$ cat src/design/rrs_pkg.sv
// shared types and codes for the round-robin slot scheduler
// no dependencies
`default_nettype none
package rrs_pkg;

  localparam int SLOTS   = 32;
  localparam int IDX_W   = $clog2(SLOTS);
  localparam int FRONT_W = 6;

  localparam logic [FRONT_W-1:0] FRONT_NONE = FRONT_W'(SLOTS);

  // command kinds
  localparam logic [2:0] K_TICK    = 3'd0;
  localparam logic [2:0] K_REG     = 3'd1;
  localparam logic [2:0] K_UNREG   = 3'd2;
  localparam logic [2:0] K_SWITCH  = 3'd3;
  localparam logic [2:0] K_SUSPEND = 3'd4;
  localparam logic [2:0] K_RESUME  = 3'd5;

  // slot modes
  localparam logic [2:0] M_INACTIVE = 3'd0;
  localparam logic [2:0] M_FRONT    = 3'd1;
  localparam logic [2:0] M_BACK     = 3'd2;
  localparam logic [2:0] M_SUSP     = 3'd4;

  // result status
  localparam logic [1:0] ST_OK       = 2'd0;
  localparam logic [1:0] ST_NULL     = 2'd1;
  localparam logic [1:0] ST_FULL     = 2'd2;
  localparam logic [1:0] ST_NOTFOUND = 2'd3;

  // configuration register indexes
  localparam logic [1:0] CFG_MULTI = 2'd0;
  localparam logic [1:0] CFG_COOP  = 2'd1;
  localparam logic [1:0] CFG_FRONT = 2'd2;
  localparam logic [1:0] CFG_BACK  = 2'd3;

  typedef struct packed {
    logic [2:0]  kind;
    logic [31:0] app_handle;
    logic [31:0] app_signature;
  } in_t;

  typedef struct packed {
    logic [1:0]         status;
    logic [FRONT_W-1:0] front_slot;
    logic [15:0]        task_id;
    logic               switched;
    logic [5:0]         live_tasks;
  } out_t;

endpackage
`default_nettype wire

$ cat src/design/round_robin_slot_scheduler.sv
// round-robin slot scheduler: command sequencer over a 32-slot task table
// depends on rrs_pkg
`default_nettype none
// One command beat is taken at a time; in_stall stays high until its result
// beat is loaded into the output register. All table access goes through one
// slot address register, and a small sequencer walks it one slot per cycle,
// so the cost of a command is set by its slot scans. Register and the handle
// commands search the table slot by slot for a free or a matching slot.
// Unregister or suspend of the front task adds a round-robin scan over the
// slots and a switch. A tick that expires the front slice with coop_r set
// adds a round-robin scan, and every fourth tick adds a background refill
// pass over all 32 slots. A plain tick only counts down the front slice;
// an ignored or bad command goes straight to the result beat.
module round_robin_slot_scheduler (
  input  wire logic             clk,
  input  wire logic             rst_n,
  input  wire logic             in_valid,
  output logic                  in_stall,
  input  wire rrs_pkg::in_t     in_data,
  output logic                  out_valid,
  input  wire logic             out_stall,
  output rrs_pkg::out_t         out_data,
  input  wire logic             cfg_we,
  input  wire logic [1:0]       cfg_index,
  input  wire logic [7:0]       cfg_wdata
);

  localparam int IW = rrs_pkg::IDX_W;

  typedef enum logic [3:0] {
    S_IDLE, S_TDEC, S_PICK, S_PICKED, S_SW1, S_SW2, S_FIND, S_FREE,
    S_UNREG, S_REFCHK, S_REF, S_DONE
  } state_t;

  // slot table, all read and written at addr_r
  logic [2:0]  mode_r  [rrs_pkg::SLOTS];
  logic [31:0] key_r   [rrs_pkg::SLOTS];
  logic [31:0] sig_r   [rrs_pkg::SLOTS];
  logic [7:0]  ticks_r [rrs_pkg::SLOTS];
  logic [15:0] ident_r [rrs_pkg::SLOTS];

  state_t state_r, state_nxt;
  logic [IW-1:0] addr_r, addr_nxt, cnt_r, cnt_nxt, p_r, p_nxt, nx_r, nx_nxt;
  logic nx_found_r, nx_found_nxt;
  logic [2:0]  kind_r, kind_nxt;
  logic [31:0] handle_r, handle_nxt, sgn_r, sgn_nxt;
  logic [1:0]  status_r, status_nxt;
  logic [15:0] id_r, id_nxt, next_id_r, next_id_nxt;
  logic        sw_r, sw_nxt;
  logic [rrs_pkg::FRONT_W-1:0] front_r, front_nxt;
  logic [5:0]  occ_r, occ_nxt;
  logic [1:0]  tick2_r, tick2_nxt;
  logic        multi_r, coop_r;
  logic [7:0]  fslice_r, bslice_r;
  rrs_pkg::out_t out_r;
  logic        out_valid_r;

  // table write controls
  logic       we_mode, we_ticks, we_ent;
  logic [2:0] mode_wd;
  logic [7:0] ticks_wd;

  logic [2:0]    mode_rd;
  logic [7:0]    ticks_rd, ticks_dec;
  logic          runnable, last, front_none;
  logic [IW-1:0] addr_adv, front_idx;

  assign mode_rd    = mode_r[addr_r];
  assign ticks_rd   = ticks_r[addr_r];
  assign ticks_dec  = (ticks_rd != 8'd0) ? ticks_rd - 8'd1 : 8'd0;
  assign runnable   = (mode_rd == rrs_pkg::M_FRONT) || (mode_rd == rrs_pkg::M_BACK);
  assign last       = (cnt_r == IW'(rrs_pkg::SLOTS - 1));
  assign addr_adv   = (addr_r == IW'(rrs_pkg::SLOTS - 1)) ? '0 : addr_r + 1'b1;
  assign front_none = (front_r == rrs_pkg::FRONT_NONE);
  assign front_idx  = front_r[IW-1:0];

  assign in_stall  = (state_r != S_IDLE);
  assign out_valid = out_valid_r;
  assign out_data  = out_r;

  always_comb begin
    state_nxt    = state_r;
    addr_nxt     = addr_r;
    cnt_nxt      = cnt_r;
    p_nxt        = p_r;
    nx_nxt       = nx_r;
    nx_found_nxt = nx_found_r;
    kind_nxt     = kind_r;
    handle_nxt   = handle_r;
    sgn_nxt      = sgn_r;
    status_nxt   = status_r;
    id_nxt       = id_r;
    sw_nxt       = sw_r;
    front_nxt    = front_r;
    occ_nxt      = occ_r;
    next_id_nxt  = next_id_r;
    tick2_nxt    = tick2_r;
    we_mode      = 1'b0;
    we_ticks     = 1'b0;
    we_ent       = 1'b0;
    mode_wd      = rrs_pkg::M_INACTIVE;
    ticks_wd     = 8'd0;
    case (state_r)
      S_IDLE: begin
        if (in_valid) begin
          kind_nxt   = in_data.kind;
          handle_nxt = in_data.app_handle;
          sgn_nxt    = in_data.app_signature;
          status_nxt = rrs_pkg::ST_OK;
          id_nxt     = 16'd0;
          sw_nxt     = 1'b0;
          cnt_nxt    = '0;
          addr_nxt   = '0;
          state_nxt  = S_DONE;
          if (in_data.kind == rrs_pkg::K_TICK) begin
            if (multi_r) begin
              tick2_nxt = tick2_r + 2'd1;
              if (front_none) begin
                state_nxt = S_REFCHK;
              end else begin
                addr_nxt  = front_idx;
                state_nxt = S_TDEC;
              end
            end
          end else if (in_data.kind <= rrs_pkg::K_RESUME) begin
            if (in_data.app_handle == 32'd0) begin
              status_nxt = rrs_pkg::ST_NULL;
            end else if (in_data.kind == rrs_pkg::K_REG) begin
              state_nxt = S_FREE;
            end else begin
              state_nxt = S_FIND;
            end
          end
        end
      end
      S_TDEC: begin
        // count down the front slice
        we_ticks = 1'b1;
        ticks_wd = ticks_dec;
        if (ticks_dec == 8'd0 && coop_r) begin
          cnt_nxt   = '0;
          addr_nxt  = addr_adv;
          state_nxt = S_PICK;
        end else begin
          state_nxt = S_REFCHK;
        end
      end
      S_PICK: begin
        // round-robin scan from the slot after the front
        if (runnable) begin
          nx_nxt       = addr_r;
          nx_found_nxt = 1'b1;
          state_nxt    = S_PICKED;
        end else if (last) begin
          nx_found_nxt = 1'b0;
          state_nxt    = S_PICKED;
        end else begin
          cnt_nxt  = cnt_r + 1'b1;
          addr_nxt = addr_adv;
        end
      end
      S_PICKED: begin
        if (nx_found_r && nx_r == front_idx) begin
          // front is the only runnable task
          if (kind_r == rrs_pkg::K_TICK) begin
            we_ticks  = 1'b1;
            ticks_wd  = fslice_r;
            state_nxt = S_REFCHK;
          end else begin
            front_nxt = rrs_pkg::FRONT_NONE;
            addr_nxt  = p_r;
            state_nxt = S_UNREG;
          end
        end else if (!nx_found_r && kind_r == rrs_pkg::K_SUSPEND) begin
          state_nxt = S_DONE;
        end else if (!nx_found_r && kind_r == rrs_pkg::K_UNREG) begin
          front_nxt = rrs_pkg::FRONT_NONE;
          addr_nxt  = p_r;
          state_nxt = S_UNREG;
        end else begin
          addr_nxt  = front_idx;
          state_nxt = S_SW1;
        end
      end
      S_SW1: begin
        // old front drops to background unless suspended
        if (mode_rd == rrs_pkg::M_FRONT) begin
          we_mode = 1'b1;
          mode_wd = rrs_pkg::M_BACK;
        end
        if (nx_found_r) begin
          addr_nxt  = nx_r;
          state_nxt = S_SW2;
        end else begin
          front_nxt = rrs_pkg::FRONT_NONE;
          sw_nxt    = 1'b1;
          state_nxt = (kind_r == rrs_pkg::K_TICK) ? S_REFCHK : S_DONE;
        end
      end
      S_SW2: begin
        we_mode   = 1'b1;
        mode_wd   = rrs_pkg::M_FRONT;
        we_ticks  = 1'b1;
        ticks_wd  = fslice_r;
        front_nxt = {1'b0, addr_r};
        sw_nxt    = 1'b1;
        if (kind_r == rrs_pkg::K_TICK) begin
          state_nxt = S_REFCHK;
        end else if (kind_r == rrs_pkg::K_UNREG) begin
          addr_nxt  = p_r;
          state_nxt = S_UNREG;
        end else begin
          state_nxt = S_DONE;
        end
      end
      S_FIND: begin
        // lowest live slot holding the handle
        if (mode_rd != rrs_pkg::M_INACTIVE && key_r[addr_r] == handle_r) begin
          p_nxt     = addr_r;
          id_nxt    = ident_r[addr_r];
          state_nxt = S_DONE;
          case (kind_r)
            rrs_pkg::K_UNREG: begin
              if (!front_none && front_idx == addr_r) begin
                cnt_nxt   = '0;
                addr_nxt  = addr_adv;
                state_nxt = S_PICK;
              end else begin
                state_nxt = S_UNREG;
              end
            end
            rrs_pkg::K_SWITCH: begin
              nx_nxt       = addr_r;
              nx_found_nxt = 1'b1;
              if (front_none) begin
                state_nxt = S_SW2;
              end else if (front_idx != addr_r) begin
                addr_nxt  = front_idx;
                state_nxt = S_SW1;
              end
            end
            rrs_pkg::K_SUSPEND: begin
              we_mode = 1'b1;
              mode_wd = rrs_pkg::M_SUSP;
              if (!front_none && front_idx == addr_r) begin
                cnt_nxt   = '0;
                addr_nxt  = addr_adv;
                state_nxt = S_PICK;
              end
            end
            rrs_pkg::K_RESUME: begin
              we_mode = 1'b1;
              if (front_none) begin
                mode_wd   = rrs_pkg::M_FRONT;
                front_nxt = {1'b0, addr_r};
              end else begin
                mode_wd = rrs_pkg::M_BACK;
              end
            end
            default: begin
              state_nxt = S_DONE;
            end
          endcase
        end else if (last) begin
          status_nxt = rrs_pkg::ST_NOTFOUND;
          state_nxt  = S_DONE;
        end else begin
          cnt_nxt  = cnt_r + 1'b1;
          addr_nxt = addr_adv;
        end
      end
      S_FREE: begin
        // lowest free slot takes the new task
        if (mode_rd == rrs_pkg::M_INACTIVE) begin
          we_ent      = 1'b1;
          we_mode     = 1'b1;
          we_ticks    = 1'b1;
          id_nxt      = next_id_r;
          next_id_nxt = next_id_r + 16'd1;
          occ_nxt     = occ_r + 6'd1;
          if (front_none) begin
            front_nxt = {1'b0, addr_r};
            mode_wd   = rrs_pkg::M_FRONT;
            ticks_wd  = fslice_r;
          end else begin
            mode_wd  = rrs_pkg::M_BACK;
            ticks_wd = bslice_r;
          end
          state_nxt = S_DONE;
        end else if (last) begin
          status_nxt = rrs_pkg::ST_FULL;
          state_nxt  = S_DONE;
        end else begin
          cnt_nxt  = cnt_r + 1'b1;
          addr_nxt = addr_adv;
        end
      end
      S_UNREG: begin
        we_mode   = 1'b1;
        mode_wd   = rrs_pkg::M_INACTIVE;
        we_ticks  = 1'b1;
        ticks_wd  = 8'd0;
        occ_nxt   = (occ_r != 6'd0) ? occ_r - 6'd1 : occ_r;
        state_nxt = S_DONE;
      end
      S_REFCHK: begin
        // every fourth tick refills background slices
        cnt_nxt   = '0;
        addr_nxt  = '0;
        state_nxt = (tick2_r == 2'd0) ? S_REF : S_DONE;
      end
      S_REF: begin
        if (mode_rd == rrs_pkg::M_BACK) begin
          we_ticks = 1'b1;
          ticks_wd = bslice_r;
        end
        if (last) begin
          state_nxt = S_DONE;
        end else begin
          cnt_nxt  = cnt_r + 1'b1;
          addr_nxt = addr_adv;
        end
      end
      S_DONE: begin
        if (!out_valid_r || !out_stall) begin
          state_nxt = S_IDLE;
        end
      end
      default: begin
        state_nxt = S_IDLE;
      end
    endcase
  end

  // slot table storage
  always_ff @(posedge clk) begin
    if (!rst_n) begin
      for (int i = 0; i < rrs_pkg::SLOTS; i++) begin
        mode_r[i] <= rrs_pkg::M_INACTIVE;
      end
    end else if (we_mode) begin
      mode_r[addr_r] <= mode_wd;
    end
    if (we_ticks) begin
      ticks_r[addr_r] <= ticks_wd;
    end
    if (we_ent) begin
      key_r[addr_r]   <= handle_r;
      sig_r[addr_r]   <= sgn_r;
      ident_r[addr_r] <= next_id_r;
    end
  end

  // sequencer state, configuration and result beat
  always_ff @(posedge clk) begin
    if (!rst_n) begin
      state_r     <= S_IDLE;
      front_r     <= rrs_pkg::FRONT_NONE;
      occ_r       <= 6'd0;
      next_id_r   <= 16'd1;
      tick2_r     <= 2'd1;
      multi_r     <= 1'b1;
      coop_r      <= 1'b1;
      fslice_r    <= 8'd16;
      bslice_r    <= 8'd4;
      out_valid_r <= 1'b0;
    end else begin
      state_r   <= state_nxt;
      front_r   <= front_nxt;
      occ_r     <= occ_nxt;
      next_id_r <= next_id_nxt;
      tick2_r   <= tick2_nxt;
      if (cfg_we) begin
        case (cfg_index)
          rrs_pkg::CFG_MULTI: multi_r  <= cfg_wdata[0];
          rrs_pkg::CFG_COOP:  coop_r   <= cfg_wdata[0];
          rrs_pkg::CFG_FRONT: fslice_r <= cfg_wdata;
          rrs_pkg::CFG_BACK:  bslice_r <= cfg_wdata;
          default: ;
        endcase
      end
      if (state_r == S_DONE && (!out_valid_r || !out_stall)) begin
        out_valid_r <= 1'b1;
      end else if (!out_stall) begin
        out_valid_r <= 1'b0;
      end
    end
    addr_r     <= addr_nxt;
    cnt_r      <= cnt_nxt;
    p_r        <= p_nxt;
    nx_r       <= nx_nxt;
    nx_found_r <= nx_found_nxt;
    kind_r     <= kind_nxt;
    handle_r   <= handle_nxt;
    sgn_r      <= sgn_nxt;
    status_r   <= status_nxt;
    id_r       <= id_nxt;
    sw_r       <= sw_nxt;
    if (state_r == S_DONE && (!out_valid_r || !out_stall)) begin
      out_r.status     <= status_r;
      out_r.front_slot <= front_r;
      out_r.task_id    <= id_r;
      out_r.switched   <= sw_r;
      out_r.live_tasks <= occ_r;
    end
  end

endmodule
`default_nettype wire

$ cat config.mk
export PLATFORM = sky130hd
export DESIGN_NAME = round_robin_slot_scheduler
export DESIGN_NICKNAME = d
export VERILOG_FILES = /design/src/design/rrs_pkg.sv /design/src/design/round_robin_slot_scheduler.sv
export SDC_FILE = /design/constraint.sdc
export NUM_CORES = 2
export LEC_CHECK = 0
export BUFFER_PORTS_ARGS = -buffer_cell sky130_fd_sc_hd__buf_4
export CORE_AREA = 5 5 528 530
export CTS_CLUSTER_SIZE = 8
export DETAILED_ROUTE_END_ITERATION = 6
export DIE_AREA = 0 0 533 535
export GPL_ROUTABILITY_DRIVEN = 0
export PLACE_DENSITY = 0.48
export SYNTH_ARGS = -nofsm -noshare
export SYNTH_HDL_FRONTEND = slang
export SYNTH_SLANG_ARGS = --single-unit
$ cat constraint.sdc
create_clock -name clk -period 5.8 [get_ports clk]
set_clock_uncertainty 0.1 [all_clocks]
set_input_delay 1.16 -clock clk [delete_from_list [all_inputs] [get_ports clk]]
set_output_delay 1.16 -clock clk [all_outputs]
set_load 0.05 [all_outputs]
==> results.ini <==
[sta]
rsz0062_at_grt=false
setup_violations=0
fin_crit_sh=0.9480
slew_violations=0
finalSetupTns_ns=0
tightest_slew_ns=1.277
worst_slack_ns=0.3018
hold_viol_final=0
slew_headroom=0.1477
max_freq_mhz=181.9
hold_ws_ns=0.2982
min_period_ns=5.498

[finish]
area_growth_syn_to_layout_pct=19.33
fin_cells=8456
num-nets-final=4884
final_layout_size_suffix_gt1_frac=0.2420

[setup_path]
r2r_slack_ns=0.30
startpoint_type=flip-flop
worstPathArrival_ns=6.14
path_class=reg2reg
reg2reg_depth=13
cp-end-kind=flip-flop
r2r_end=mode_r[1][2]
crit_required_ns=6.44
cp_max_fo=50

[floorplanning]
die_y_um=535
coreArea_sq_um=272900
initial_utilization=0.2993
die_w_um=533
die_area_sq_um=285200
rows=192
ios=115

[logic_synthesis]
synthArstFlopShare=0
syn_area_sq_um=81670
yosys.area.top_type=edfxtp_1
synth_cell_types=75
syn-num-nets=4431
synth_warnings=0
synthDominantCellAreaShare=0.7331
ys.flop_type=edfxtp_1
synth.top_cells.by_area=edfxtp_1 73%, mux4_2 9.6%, mux2i_1 4.8%
syn_area_per_cell_sq_um=18.85
synth_edf_count=1994
syn_inst=4334
ys_ff_latch=2052
yosysSeqAreaShare=0.7473

[global_route]
grt_max_degree=90
grt_pass1_vias=45010
overflow=0
grt_pass1_wl_mm=344.6
antenna_found_initial=6
grt_usage=0.1675

[clock_tree]
ctsHtreeMaxLevel=5
cts-resized-gates=0
root_buffer=clkbuf_16
clkTransAtPathRegs_ns=0.05
cts_hold_buf=0
clkSinkCount=2052
clkLatencyLatePin_ns=0.93
cts_buffers=308
clockBufferDepth=4
cts_tree=done
post-cts-setup-buffers=0

[min_path]
hold_class=reg2reg
hold_start=id_r[1]
min_path_cells=0
holdPathEnd=out_data[8]

[run]
maxCapViolCount=0

[routing]
totalWireLength_mm=243.8
antenna_left=0
drcViolationCount=0
num_vias=43690
firstDrtPassIters=5
wl_per_cell_um=28.83
drt-initial-drc-count=4129
vias_per_cell=5.166

[outcome]
status=finished clean

[placement]
place_ws_ns=0.1340
hpwlAfterDp_mm=138.5
placed_cells=8065
io_buffers=82

[power]
irDropWorstVdd_mv=0.3339
p_leak_uw=0.03146
p_per_area_nw_per_um2=474.1

==> cell families after synthesis <==
| group | synth area share |
|---|---|
| simple gates | 0.04243 |
| fa+ha+maj | 0.002390 |
| xor+xnor | 0.006863 |
| flops | 0.7473 |
| compound gates | 0.03850 |
| mux | 0.1456 |
| buf+inv | 0.01691 |
==> critical path: stages (launching register included) <==
cell and delay, ns:
dfxtp_4 0.81, buf_4 0.93, mux4_2 0.41, mux2i_1 0.13, a32o_1 0.23, o21ai_0 0.27
nand2_1 0.20, a211oi_1 0.22, nand4_1 0.43, buf_4 0.32, or3_1 0.36, or4_4 0.54
buf_12 0.21, nor2_1 0.12
==> power by group <==
group / switching (uW) / internal, uW
registers: 614 / 17400
logic: 7490 / 5030
clock network: 6040 / 9670
==> cells in the mapped netlist, types with 5 or more instances <==
cell type / number
or2_2: 6
nor3_1: 52
o31a_1: 5
buf_2: 56
or4_1: 5
mux2i_1: 392
a31oi_1: 5
o21a_1: 6
nor2_2: 29
a211oi_1: 10
nand2_1: 191
mux2_2: 11
a32oi_1: 15
xor2_1: 34
mux4_2: 347
nand2b_1: 7
or3_1: 10
a2111oi_0: 7
nand3_1: 109
o211ai_1: 11
and2_1: 9
nor2b_1: 21
edfxtp_1: 1994
buf_1: 17
buf_6: 17
o21ai_0: 95
o31ai_1: 9
nand4_1: 30
a22oi_1: 170
inv_1: 26
and3_1: 16
a21oi_1: 49
ha_1: 14
xnor2_1: 30
o32ai_1: 6
buf_4: 32
a221oi_1: 19
clkbuf_1: 121
dfxtp_1: 58
nor4_1: 51
a22o_1: 7
a21o_1: 5
nor2_1: 168
==> worst max-delay path by stage <==
stage | start | end | slack, ns | cells after the start
4_1_cts | flip-flop | mode_r[9][1] | 0.12 | 15
6_report | flip-flop | mode_r[1][2] | 0.30 | 13
2_1_floorplan | flip-flop | ident_r[12][0] | 0.30 | 12
3_3_place_gp | flip-flop | flip-flop | -0.33 | 14
3_5_place_dp | flip-flop | mode_r[9][2] | 0.13 | 15
5_1_grt | flip-flop | mode_r[9][1] | 0.08 | 15
==> registers in the layout (all words and copies together) (netlist names), 8 cells and up, named ones only <==
register and count:
ticks_r 256, mode_r 96, id_r 16, bslice_r 8, out_data 31, ident_r 512
fslice_r 8, handle_r 32, key_r 1024, next_id_r 16
==> cell usage in the layout (no fill, tap or decap), drive strengths merged, types with 8 or more instances in the layout <==
master / instances
a211oi: 11
a21oi: 49
a221oi: 19
a22oi: 170
a32oi: 15
and2: 10
and3: 16
buf: 389
clkbuf: 376
clkinv: 8
dfxtp: 58
edfxtp: 1994
ha: 14
inv: 31
mux2: 11
mux2i: 392
mux4: 348
nand2: 191
nand3: 109
nand4: 30
nor2: 197
nor2b: 21
nor3: 52
nor4: 51
o211ai: 11
o21ai: 95
o31ai: 9
or3: 10
xnor2: 30
xor2: 34
==> area by class of cell <==
cell class                 count  area (sq um)
timing repair buffer         389          3919
multi-input combinational   2005         19640
clock inverter                10         157.7
clock buffer                 376          8068
inverter                      31         120.1
antenna                        4         10.01
tap                         3589          4491
fill                       25430        175400
sequential                  2052         61050
==> through the flow <==
step | utilization | cell area [sq um] | total power [uW]
3_5_place_dp | 0.3269 | 89210 | 30860
3_3_place_gp | 0.3269 | 89200 | 30780
6_report | 0.3571 | 97460 | 46200
5_1_grt | 0.3571 | 97460 | 48100
4_1_cts | 0.3570 | 97430 | 46700
2_1_floorplan | - | 81670 | 25870
==> routing by layer <==
metal	wire, um	global-route usage
met4	6718	0.05001
met1	108500	0.2319
met5	0	0
met2	116900	0.2726
met3	11680	0.02657
Power figures use the tool's default switching activity.
